## src/rtl/icp_pkg.sv

```systemverilog
`default_nettype none
// ---------------------------------------------------------------------------
// icp_pkg
// shared types and constants for the ir pulse capture block
// ---------------------------------------------------------------------------
package icp_pkg;

    localparam int STORE_DEPTH      = 128;
    localparam int ADDR_W           = $clog2(STORE_DEPTH);
    localparam int CNT_W            = ADDR_W + 1;
    localparam int MIN_HASH_ENTRIES = 10;
    localparam int WIDTH_W          = 16;
    localparam int HASH_W           = 32;
    localparam int GAP_RESET        = 100;

    localparam logic [HASH_W-1:0] HASH_PRIME = 32'd16777619;
    localparam logic [HASH_W-1:0] HASH_BASIS = 32'd2166136261;

    typedef enum logic [2:0] {
        OP_TICK   = 3'd0,
        OP_RESUME = 3'd1,
        OP_PAUSE  = 3'd2,
        OP_READ   = 3'd3,
        OP_HASH   = 3'd4
    } op_t;

    typedef enum logic [1:0] {
        ST_OK        = 2'd0,
        ST_NOT_READY = 2'd1,
        ST_TOO_SHORT = 2'd2,
        ST_BAD_INDEX = 2'd3
    } status_t;

    typedef enum logic [1:0] {
        PH_IDLE  = 2'd0,
        PH_MARK  = 2'd1,
        PH_SPACE = 2'd2,
        PH_STOP  = 2'd3
    } phase_t;

    typedef enum logic [1:0] {
        CTL_IDLE = 2'd0,
        CTL_READ = 2'd1,
        CTL_HASH = 2'd2
    } ctl_t;

    // read port request of the width store
    typedef struct packed {
        logic              en;
        logic [ADDR_W-1:0] addr;
    } ram_rd_t;

    // hash walk request and response
    typedef struct packed {
        logic              start;
        logic [ADDR_W-1:0] last;
    } hsh_req_t;

    typedef struct packed {
        logic              done;
        logic [HASH_W-1:0] value;
    } hsh_rsp_t;

endpackage
`default_nettype wire

```

## src/rtl/icp_width_ram.sv

```systemverilog
`default_nettype none
// ---------------------------------------------------------------------------
// icp_width_ram
// width store: one write port, one read port with registered read data
// ---------------------------------------------------------------------------
module icp_width_ram (
    input  wire logic                         clk,
    input  wire logic                         wr_en,
    input  wire logic [icp_pkg::ADDR_W-1:0]   wr_addr,
    input  wire logic [icp_pkg::WIDTH_W-1:0]  wr_data,
    input  wire icp_pkg::ram_rd_t             rd,
    output logic      [icp_pkg::WIDTH_W-1:0]  rd_data
);
    import icp_pkg::*;

    logic [WIDTH_W-1:0] mem [STORE_DEPTH];

    always_ff @(posedge clk)
    begin
        if (wr_en)
        begin
            mem[wr_addr] <= wr_data;
        end
    end

    always_ff @(posedge clk)
    begin
        if (rd.en)
        begin
            rd_data <= mem[rd.addr];
        end
    end

endmodule
`default_nettype wire

```

## src/rtl/icp_hash_walk.sv

```systemverilog
`default_nettype none
// ---------------------------------------------------------------------------
// icp_hash_walk
// walks the width store once and folds the width classes into an fnv-1 hash
// ---------------------------------------------------------------------------
module icp_hash_walk (
    input  wire logic                         clk,
    input  wire logic                         rst_n,
    input  wire icp_pkg::hsh_req_t            req,
    output icp_pkg::ram_rd_t                  rd,
    input  wire logic [icp_pkg::WIDTH_W-1:0]  rd_data,
    output icp_pkg::hsh_rsp_t                 rsp
);
    import icp_pkg::*;

    logic              active_reg;
    logic [ADDR_W-1:0] issue_reg;
    logic [ADDR_W-1:0] last_reg;
    logic              vld_reg;
    logic [ADDR_W-1:0] didx_reg;
    logic              done_reg;
    logic [WIDTH_W-1:0] w1_reg;
    logic [WIDTH_W-1:0] w2_reg;
    logic [HASH_W-1:0]  hash_reg;

    logic [WIDTH_W+2:0] new5;
    logic [WIDTH_W+2:0] old4;
    logic [WIDTH_W+2:0] old5;
    logic [WIDTH_W+2:0] new4;
    logic [1:0]         cls;
    logic [HASH_W-1:0]  hash_next;

    assign rd.en   = active_reg;
    assign rd.addr = issue_reg;

    // compare each width with the one two entries later, 20% tolerance
    assign new5 = ({3'b000, rd_data} << 2) + {3'b000, rd_data};
    assign new4 = {1'b0, rd_data, 2'b00};
    assign old5 = ({3'b000, w2_reg} << 2) + {3'b000, w2_reg};
    assign old4 = {1'b0, w2_reg, 2'b00};

    always_comb
    begin
        priority if (new5 < old4)
        begin
            cls = 2'd0;
        end
        else if (old5 < new4)
        begin
            cls = 2'd2;
        end
        else
        begin
            cls = 2'd1;
        end
    end

    assign hash_next = HASH_W'(hash_reg * HASH_PRIME) ^ {{(HASH_W-2){1'b0}}, cls};

    always_ff @(posedge clk or negedge rst_n)
    begin
        if (!rst_n)
        begin
            active_reg <= 1'b0;
            vld_reg    <= 1'b0;
            done_reg   <= 1'b0;
        end
        else
        begin
            vld_reg  <= active_reg;
            done_reg <= vld_reg && (didx_reg == last_reg);
            if (req.start)
            begin
                active_reg <= 1'b1;
            end
            else if (active_reg && (issue_reg == last_reg))
            begin
                active_reg <= 1'b0;
            end
        end
    end

    always_ff @(posedge clk)
    begin
        didx_reg <= issue_reg;
        if (req.start)
        begin
            issue_reg <= ADDR_W'(1);
            last_reg  <= req.last;
            hash_reg  <= HASH_BASIS;
        end
        else
        begin
            if (active_reg)
            begin
                issue_reg <= issue_reg + ADDR_W'(1);
            end
            if (vld_reg)
            begin
                w1_reg <= rd_data;
                w2_reg <= w1_reg;
                if (didx_reg >= ADDR_W'(3))
                begin
                    hash_reg <= hash_next;
                end
            end
        end
    end

    assign rsp.done  = done_reg;
    assign rsp.value = hash_reg;

endmodule
`default_nettype wire

```

## src/rtl/ir_pulse_capture_with_hash.sv

```systemverilog
`default_nettype none
// ---------------------------------------------------------------------------
// ir_pulse_capture_with_hash
// infrared receiver raw pulse capture with a frame hash
// ---------------------------------------------------------------------------
// An item is taken at a clock edge where start is high and busy is low. Every
// item gives exactly one result, shown for a single cycle with done high; the
// receiver cannot hold it off, so it must take it in that cycle. Tick,
// resume, pause, unused codes and failed operations are answered from the
// edge that takes them: busy stays low and the next item may follow straight
// away. A read passes the registered store read port, then the result
// register. A successful hash reads one store entry per cycle from entry 1
// to the last one, then passes the read port and result registers. The gap
// threshold must be written through cfg_we / cfg_data only while no item is
// in progress; the block does not enforce this. The store needs no clearing
// after reset, as only entries of the current frame are ever read.
// ---------------------------------------------------------------------------
module ir_pulse_capture_with_hash (
    input  wire logic                         clk,
    input  wire logic                         rst_n,
    input  wire logic                         start,
    output logic                              busy,
    input  wire logic [2:0]                   operation,
    input  wire logic                         level,
    input  wire logic [icp_pkg::ADDR_W-1:0]   index,
    input  wire logic                         cfg_we,
    input  wire logic [icp_pkg::WIDTH_W-1:0]  cfg_data,
    output logic                              done,
    output logic [1:0]                        status,
    output logic [1:0]                        capture_phase,
    output logic [icp_pkg::CNT_W-1:0]         entry_total,
    output logic [icp_pkg::WIDTH_W-1:0]       read_width,
    output logic [icp_pkg::HASH_W-1:0]        hash_value
);
    import icp_pkg::*;

    // control and capture state
    ctl_t               ctl_reg, ctl_next;
    phase_t             phase_reg, phase_next;
    logic [WIDTH_W-1:0] timer_reg, timer_next;
    logic [CNT_W-1:0]   count_reg, count_next;
    logic [WIDTH_W-1:0] gap_reg;

    // result registers
    logic               done_reg, done_next;
    status_t            status_reg, status_next;
    logic [WIDTH_W-1:0] rdw_reg, rdw_next;
    logic [HASH_W-1:0]  hv_reg, hv_next;

    // store ports
    logic               wr_en;
    logic [ADDR_W-1:0]  wr_addr;
    logic [WIDTH_W-1:0] wr_data;
    ram_rd_t            rd;
    ram_rd_t            hsh_rd;
    logic [WIDTH_W-1:0] rd_data;
    logic               top_rd_en;

    hsh_req_t           hsh_req;
    hsh_rsp_t           hsh_rsp;

    logic               accept;
    op_t                op;
    logic [WIDTH_W-1:0] timer_inc;
    phase_t             ph_eff;
    logic               read_ok;
    logic               hash_go;

    assign accept = start && (ctl_reg == CTL_IDLE);
    assign busy   = (ctl_reg != CTL_IDLE);
    assign op     = op_t'(operation);

    // tick timer saturates instead of wrapping
    assign timer_inc = (timer_reg == '1) ? timer_reg : timer_reg + WIDTH_W'(1);
    // a full store forces the stop phase before the tick is handled
    assign ph_eff    = count_reg[CNT_W-1] ? PH_STOP : phase_reg;

    assign read_ok = ({1'b0, index} < count_reg);
    assign hash_go = (phase_reg == PH_STOP) && (count_reg >= CNT_W'(MIN_HASH_ENTRIES));

    // next control state
    always_comb
    begin
        ctl_next = ctl_reg;
        unique case (ctl_reg)
            CTL_IDLE:
            begin
                if (accept && (op == OP_READ) && read_ok)
                begin
                    ctl_next = CTL_READ;
                end
                else if (accept && (op == OP_HASH) && hash_go)
                begin
                    ctl_next = CTL_HASH;
                end
            end
            CTL_READ:
            begin
                ctl_next = CTL_IDLE;
            end
            CTL_HASH:
            begin
                if (hsh_rsp.done)
                begin
                    ctl_next = CTL_IDLE;
                end
            end
            default:
            begin
                ctl_next = CTL_IDLE;
            end
        endcase
    end

    // capture datapath and result values
    always_comb
    begin
        phase_next    = phase_reg;
        timer_next    = timer_reg;
        count_next    = count_reg;
        wr_en         = 1'b0;
        wr_addr       = count_reg[ADDR_W-1:0];
        wr_data       = timer_inc;
        top_rd_en     = 1'b0;
        hsh_req.start = 1'b0;
        hsh_req.last  = count_reg[ADDR_W-1:0] - ADDR_W'(1);
        done_next     = 1'b0;
        status_next   = ST_OK;
        rdw_next      = '0;
        hv_next       = '0;

        unique case (ctl_reg)
            CTL_IDLE:
            begin
                if (accept)
                begin
                    unique case (op)
                        OP_TICK:
                        begin
                            done_next  = 1'b1;
                            timer_next = timer_inc;
                            phase_next = ph_eff;
                            unique case (ph_eff)
                                PH_IDLE:
                                begin
                                    if (!level)
                                    begin
                                        timer_next = '0;
                                        // gap long enough: it opens the frame as entry 0
                                        if (timer_inc >= gap_reg)
                                        begin
                                            wr_en      = 1'b1;
                                            wr_addr    = '0;
                                            count_next = CNT_W'(1);
                                            phase_next = PH_MARK;
                                        end
                                    end
                                end
                                PH_MARK:
                                begin
                                    if (level)
                                    begin
                                        wr_en      = 1'b1;
                                        count_next = count_reg + CNT_W'(1);
                                        timer_next = '0;
                                        phase_next = PH_SPACE;
                                    end
                                end
                                PH_SPACE:
                                begin
                                    if (!level)
                                    begin
                                        wr_en      = 1'b1;
                                        count_next = count_reg + CNT_W'(1);
                                        timer_next = '0;
                                        phase_next = PH_MARK;
                                    end
                                    else if (timer_inc > gap_reg)
                                    begin
                                        // long space ends the frame, timer runs on
                                        phase_next = PH_STOP;
                                    end
                                end
                                PH_STOP:
                                begin
                                    if (!level)
                                    begin
                                        timer_next = '0;
                                    end
                                end
                                default:
                                begin
                                    phase_next = ph_eff;
                                end
                            endcase
                        end
                        OP_RESUME:
                        begin
                            done_next  = 1'b1;
                            phase_next = PH_IDLE;
                            count_next = '0;
                        end
                        OP_PAUSE:
                        begin
                            done_next  = 1'b1;
                            phase_next = PH_STOP;
                            count_next = '0;
                        end
                        OP_READ:
                        begin
                            if (read_ok)
                            begin
                                top_rd_en = 1'b1;
                            end
                            else
                            begin
                                done_next   = 1'b1;
                                status_next = ST_BAD_INDEX;
                            end
                        end
                        OP_HASH:
                        begin
                            if (phase_reg != PH_STOP)
                            begin
                                done_next   = 1'b1;
                                status_next = ST_NOT_READY;
                            end
                            else if (!hash_go)
                            begin
                                // too few entries: frame is dropped
                                done_next   = 1'b1;
                                status_next = ST_TOO_SHORT;
                                phase_next  = PH_IDLE;
                                count_next  = '0;
                            end
                            else
                            begin
                                hsh_req.start = 1'b1;
                            end
                        end
                        default:
                        begin
                            done_next = 1'b1;
                        end
                    endcase
                end
            end
            CTL_READ:
            begin
                done_next = 1'b1;
                rdw_next  = rd_data;
            end
            CTL_HASH:
            begin
                if (hsh_rsp.done)
                begin
                    done_next  = 1'b1;
                    hv_next    = hsh_rsp.value;
                    phase_next = PH_IDLE;
                    count_next = '0;
                end
            end
            default:
            begin
                done_next = 1'b0;
            end
        endcase
    end

    // store read port: hash walk owns it while hashing
    always_comb
    begin
        if (ctl_reg == CTL_HASH)
        begin
            rd = hsh_rd;
        end
        else
        begin
            rd.en   = top_rd_en;
            rd.addr = index;
        end
    end

    always_ff @(posedge clk or negedge rst_n)
    begin
        if (!rst_n)
        begin
            ctl_reg   <= CTL_IDLE;
            phase_reg <= PH_IDLE;
            timer_reg <= '0;
            count_reg <= '0;
            gap_reg   <= WIDTH_W'(GAP_RESET);
            done_reg  <= 1'b0;
        end
        else
        begin
            ctl_reg   <= ctl_next;
            phase_reg <= phase_next;
            timer_reg <= timer_next;
            count_reg <= count_next;
            done_reg  <= done_next;
            if (cfg_we)
            begin
                gap_reg <= cfg_data;
            end
        end
    end

    // result payload
    always_ff @(posedge clk)
    begin
        status_reg <= status_next;
        rdw_reg    <= rdw_next;
        hv_reg     <= hv_next;
    end

    icp_width_ram u_store (
        .clk     (clk),
        .wr_en   (wr_en),
        .wr_addr (wr_addr),
        .wr_data (wr_data),
        .rd      (rd),
        .rd_data (rd_data)
    );

    icp_hash_walk u_hash (
        .clk     (clk),
        .rst_n   (rst_n),
        .req     (hsh_req),
        .rd      (hsh_rd),
        .rd_data (rd_data),
        .rsp     (hsh_rsp)
    );

    assign done          = done_reg;
    assign status        = status_reg;
    assign capture_phase = phase_reg;
    assign entry_total   = count_reg;
    assign read_width    = rdw_reg;
    assign hash_value    = hv_reg;

endmodule
`default_nettype wire

```

## config.mk

```make
export PLATFORM = sky130hd
export DESIGN_NAME = ir_pulse_capture_with_hash
export DESIGN_NICKNAME = d
export VERILOG_FILES = /design/src/rtl/icp_pkg.sv /design/src/rtl/icp_width_ram.sv /design/src/rtl/icp_hash_walk.sv /design/src/rtl/ir_pulse_capture_with_hash.sv
export SDC_FILE = /design/constraint.sdc
export NUM_CORES = 2
export LEC_CHECK = 0
export BUFFER_PORTS_ARGS = -buffer_cell sky130_fd_sc_hd__buf_2
export CAP_MARGIN = 20
export CORE_UTILIZATION = 60
export DETAILED_ROUTE_END_ITERATION = 8
export GPL_TIMING_DRIVEN = 0
export PLACE_DENSITY = 0.76
export SLEW_MARGIN = 20
export SYNTH_ARGS = -nofsm -noshare
export SYNTH_HDL_FRONTEND = slang
export SYNTH_HIERARCHICAL = 1
export SYNTH_SLANG_ARGS = --single-unit
```

## constraint.sdc

```tcl
create_clock -name clk -period 10 [get_ports clk]
set_clock_uncertainty 0.1 [all_clocks]
set_input_delay 2 -clock clk [delete_from_list [all_inputs] [get_ports clk]]
set_output_delay 2 -clock clk [all_outputs]
set_load 0.02 [all_outputs]
```

==> results.sh <==
export IMPL_syn_area_per_cell_um2=20.1
export IMPL_via_per_inst=6.81
export IMPL_area_growth_pct=14.8
export IMPL_hpwl_um=164000
export IMPL_r2r_worst_path_cells=22
export IMPL_largest_register_ff_count=2048
export IMPL_hold_viol=0
export IMPL_top_level_ports=93
export IMPL_maxSlewHeadroom_pct=21.2
export IMPL_synth_cell_types=84
export IMPL_ys_flop_type="edfxtp_1"
export IMPL_first_iter_violations=6879
export IMPL_grt_pass1_wl_um=366000
export IMPL_r2r_end="u_store/mem[62][8]"
export IMPL_cp_data_arrival_time_ps=9040
export IMPL_timing_rr_start="timer_reg[7]"
export IMPL_cts_buffers=214
export IMPL_root_buffer="clkbuf_16"
export IMPL_clk_path_buf_depth=3
export IMPL_async_flop_share_pct=2.14
export IMPL_totalNegativeSetupSlack_ps=0
export IMPL_synth_seq_area_share_pct=70.6
export IMPL_ys_warn_count=6
export IMPL_place_congestion=0.926
export IMPL_finalSetupViolCount=0
export IMPL_p_leak_nw=38.1
export IMPL_nFillCells=8905
export IMPL_die_height_um=398
export IMPL_worstMarginPinSlew_ps=1170
export IMPL_grt_setup_unrepaired="no"
export IMPL_synth_cells=4681
export IMPL_clk_latency_ps=870
export IMPL_layout_min_cycle_time_ps=8600
export IMPL_clkTransAtPathRegs_ps=60
export IMPL_status="complete, no violations"
export IMPL_endpoint="u_store/mem[62][8]"
export IMPL_ant_nets=0
export IMPL_worst_ep_required_time_ps=10440
export IMPL_postCtsSetupBuffers=0
export IMPL_drt_first_pass_iters=8
export IMPL_synth_area_leader_cell="edfxtp_1"
export IMPL_ir_worst_vdd_mv=0.186
export IMPL_cts_htree_levels=4
export IMPL_drive_gt1_share_pct=29.2
export IMPL_synthesis_nets=5063
export IMPL_netlist_area_um2=93900
export IMPL_cts_sinks=2247
export IMPL_maxCapViolCount=0
export IMPL_start_kind="register"
export IMPL_slowest_delay_ps=800
export IMPL_hold_path_class="reg -> reg"
export IMPL_maxSlewViolCount=0
export IMPL_die_w_um=398
export IMPL_cp_max_fo=25
export IMPL_core_area_um2=155000
export IMPL_path_cells="and3_1 > nand4_1 > or3_1 > buf_2 > nand2_2 > nor2_1 > xor2_4 > buf_16 > ha_1 > nand4_1 > nor2_1 > nand4_1 > inv_1 > o21a_1 > nor2_1 > a2111oi_2 > clkbuf_1 > nor2b_1 > nand3_1 > clkbuf_2 > nor2_2 > buf_6"
export IMPL_antenna_found_initial=25
export IMPL_route_detailed_drc=0
export IMPL_post_drt_wl_per_cell_um=34.5
export IMPL_synth_top_cell_area_share_pct=67.2
export IMPL_port_buffers=91
export IMPL_track_usage_pct=33.0
export IMPL_path_class="reg -> reg"
export IMPL_grt_pass1_vias=50800
export IMPL_max_freq_mhz=116
export IMPL_rows=144
export IMPL_power_density_nw_per_um2=184
export IMPL_fin_nets=5578
export IMPL_hold_buffers=0
export IMPL_r2r_slack_ps=1400
export IMPL_synth_edf_count=2103
export IMPL_routed_wl_um=257000
export IMPL_via_count=50700
export IMPL_grt_max_degree=125
export IMPL_critPathCaptureType="register"
export IMPL_crit_start="timer_reg[7]"
export IMPL_yosys_top_cells_area="edfxtp_1 67%, mux4_2 16%, ha_1 3.7%"
export IMPL_dieArea_um2=158000
export IMPL_fin_crit_sh_pct=86.0
export IMPL_cts_resized=0
export IMPL_overflow=0
export IMPL_critPathSlowestCell="a2111oi_2"
export IMPL_start_util_pct=60.7
export IMPL_finalHoldWorstSlack_ps=298
export IMPL_ys_ff_latch=2247
export IMPL_cts_tree="done"
## per-stage QoR
step	utilization, %	setup WS (ps)	area (um^2)	total power, mW	instances
final	69.7	1400	108000	19.9	7444
after global routing	69.7	1280	108000	20.3	7434
after CTS	69.6	1790	108000	19.9	7426
after detailed placement	65.0	1870	101000	11.7	7023
after global placement	62.6	-7080	96900	11.7	6816
after floorplan	-	738	93900	11.3	4681
## synthesized netlist by cell type (5+ instances only)
master and number:
clkbuf_1 104, dfxtp_1 96, inv_1 228, a211oi_1 11, a21o_1 30, nor2_1 194, a211o_1 8, or3_1 7
a31oi_1 16, mux4_2 672, edfxtp_1 2103, a2111oi_0 7, dfrtp_1 45, o21ai_1 12, xor2_1 33, buf_1 31
nor3_1 30, buf_2 56, a21oi_1 79, nand3_1 42, nand2_1 125, fa_1 76, mux2_2 26, and3_1 13
nor2b_1 13, nand4_1 21, o211ai_1 17, ha_1 275, o21a_1 13, xnor2_1 65, o21bai_1 8, nand3b_1 5
o21ai_0 63, nand2b_1 17, and2_1 53
## cells by family (layout without fill, tap and decap cells)
kind of cell	Yosys count	in the layout	share of synthesized area, %
mux	701	701	16.5
other cells	0	17	0
flops	2247	2247	70.6
xor+xnor	98	98	0.914
compound gates	313	313	2.26
simple gates	545	545	2.73
buf+inv	426	1128	1.80
fa+ha+maj	351	351	5.28
## cell type report
| class | count | area [um^2] | share of cell area, % |
|---|---|---|---|
| Sequential cell | 2247 | 66300 | 61.5 |
| Multi-Input combinational cell | 2008 | 26500 | 24.6 |
| Clock buffer | 258 | 5670 | 5.26 |
| Timing Repair Buffer | 299 | 3510 | 3.25 |
| Tap cell | 2044 | 2560 | 2.37 |
| Clock inverter | 145 | 1510 | 1.40 |
| Inverter | 230 | 863 | 0.801 |
| Buffer | 196 | 857 | 0.795 |
| Antenna cell | 17 | 42.5 | 0.0395 |
## per-layer routing
layer	vias up	global-route usage, %	wire length (um)
li1	20100	-	-
met3	749	9.42	31900
met5	-	0	116
met1	26100	42.4	86700
met4	18	17.0	15600
met2	3758	52.0	122000
## how the worst min path moves through the flow
stage,from,end,cells past startpoint
floorplan,u_hash/active_reg,u_hash/vld_reg,0
global placement,u_hash/active_reg,u_hash/vld_reg,0
detailed placement,u_hash/active_reg,u_hash/vld_reg,0
CTS,u_hash/active_reg,u_hash/vld_reg,0
global route,u_hash/active_reg,u_hash/vld_reg,0
finish,u_hash/active_reg,u_hash/vld_reg,0
## layout by cell type (no fill, tap or decap), types with 55 or more instances in the layout
cell	instances
dfxtp_1	96
edfxtp_1	2103
a21oi_1	79
buf_2	147
nor2_2	116
ha_1	275
clkinv_1	55
nand2_1	123
fa_1	76
clkbuf_16	219
o21ai_0	63
xnor2_1	60
nor2_1	75
buf_8	56
mux4_2	672
clkbuf_1	119
inv_1	228
buf_6	105
## worst max-delay path, delay by kind of cell (launching register included)
kind | cells | cell delay [ps]
simple gates | 12 | 3790
buf+inv | 6 | 2070
xor+xnor | 1 | 670
flops | 1 | 510
fa+ha+maj | 1 | 190
compound gates | 2 | 930
## report_power, final
| part | switching [mW] | total [mW] | internal [mW] |
|---|---|---|---|
| logic | 0.769 | 1.14 | 0.372 |
| clock network | 3.59 | 8.32 | 4.72 |
| registers | 0.0198 | 10.4 | 10.4 |
| total | 4.38 | 19.9 | 15.5 |
Power figures use the tool's default switching activity.
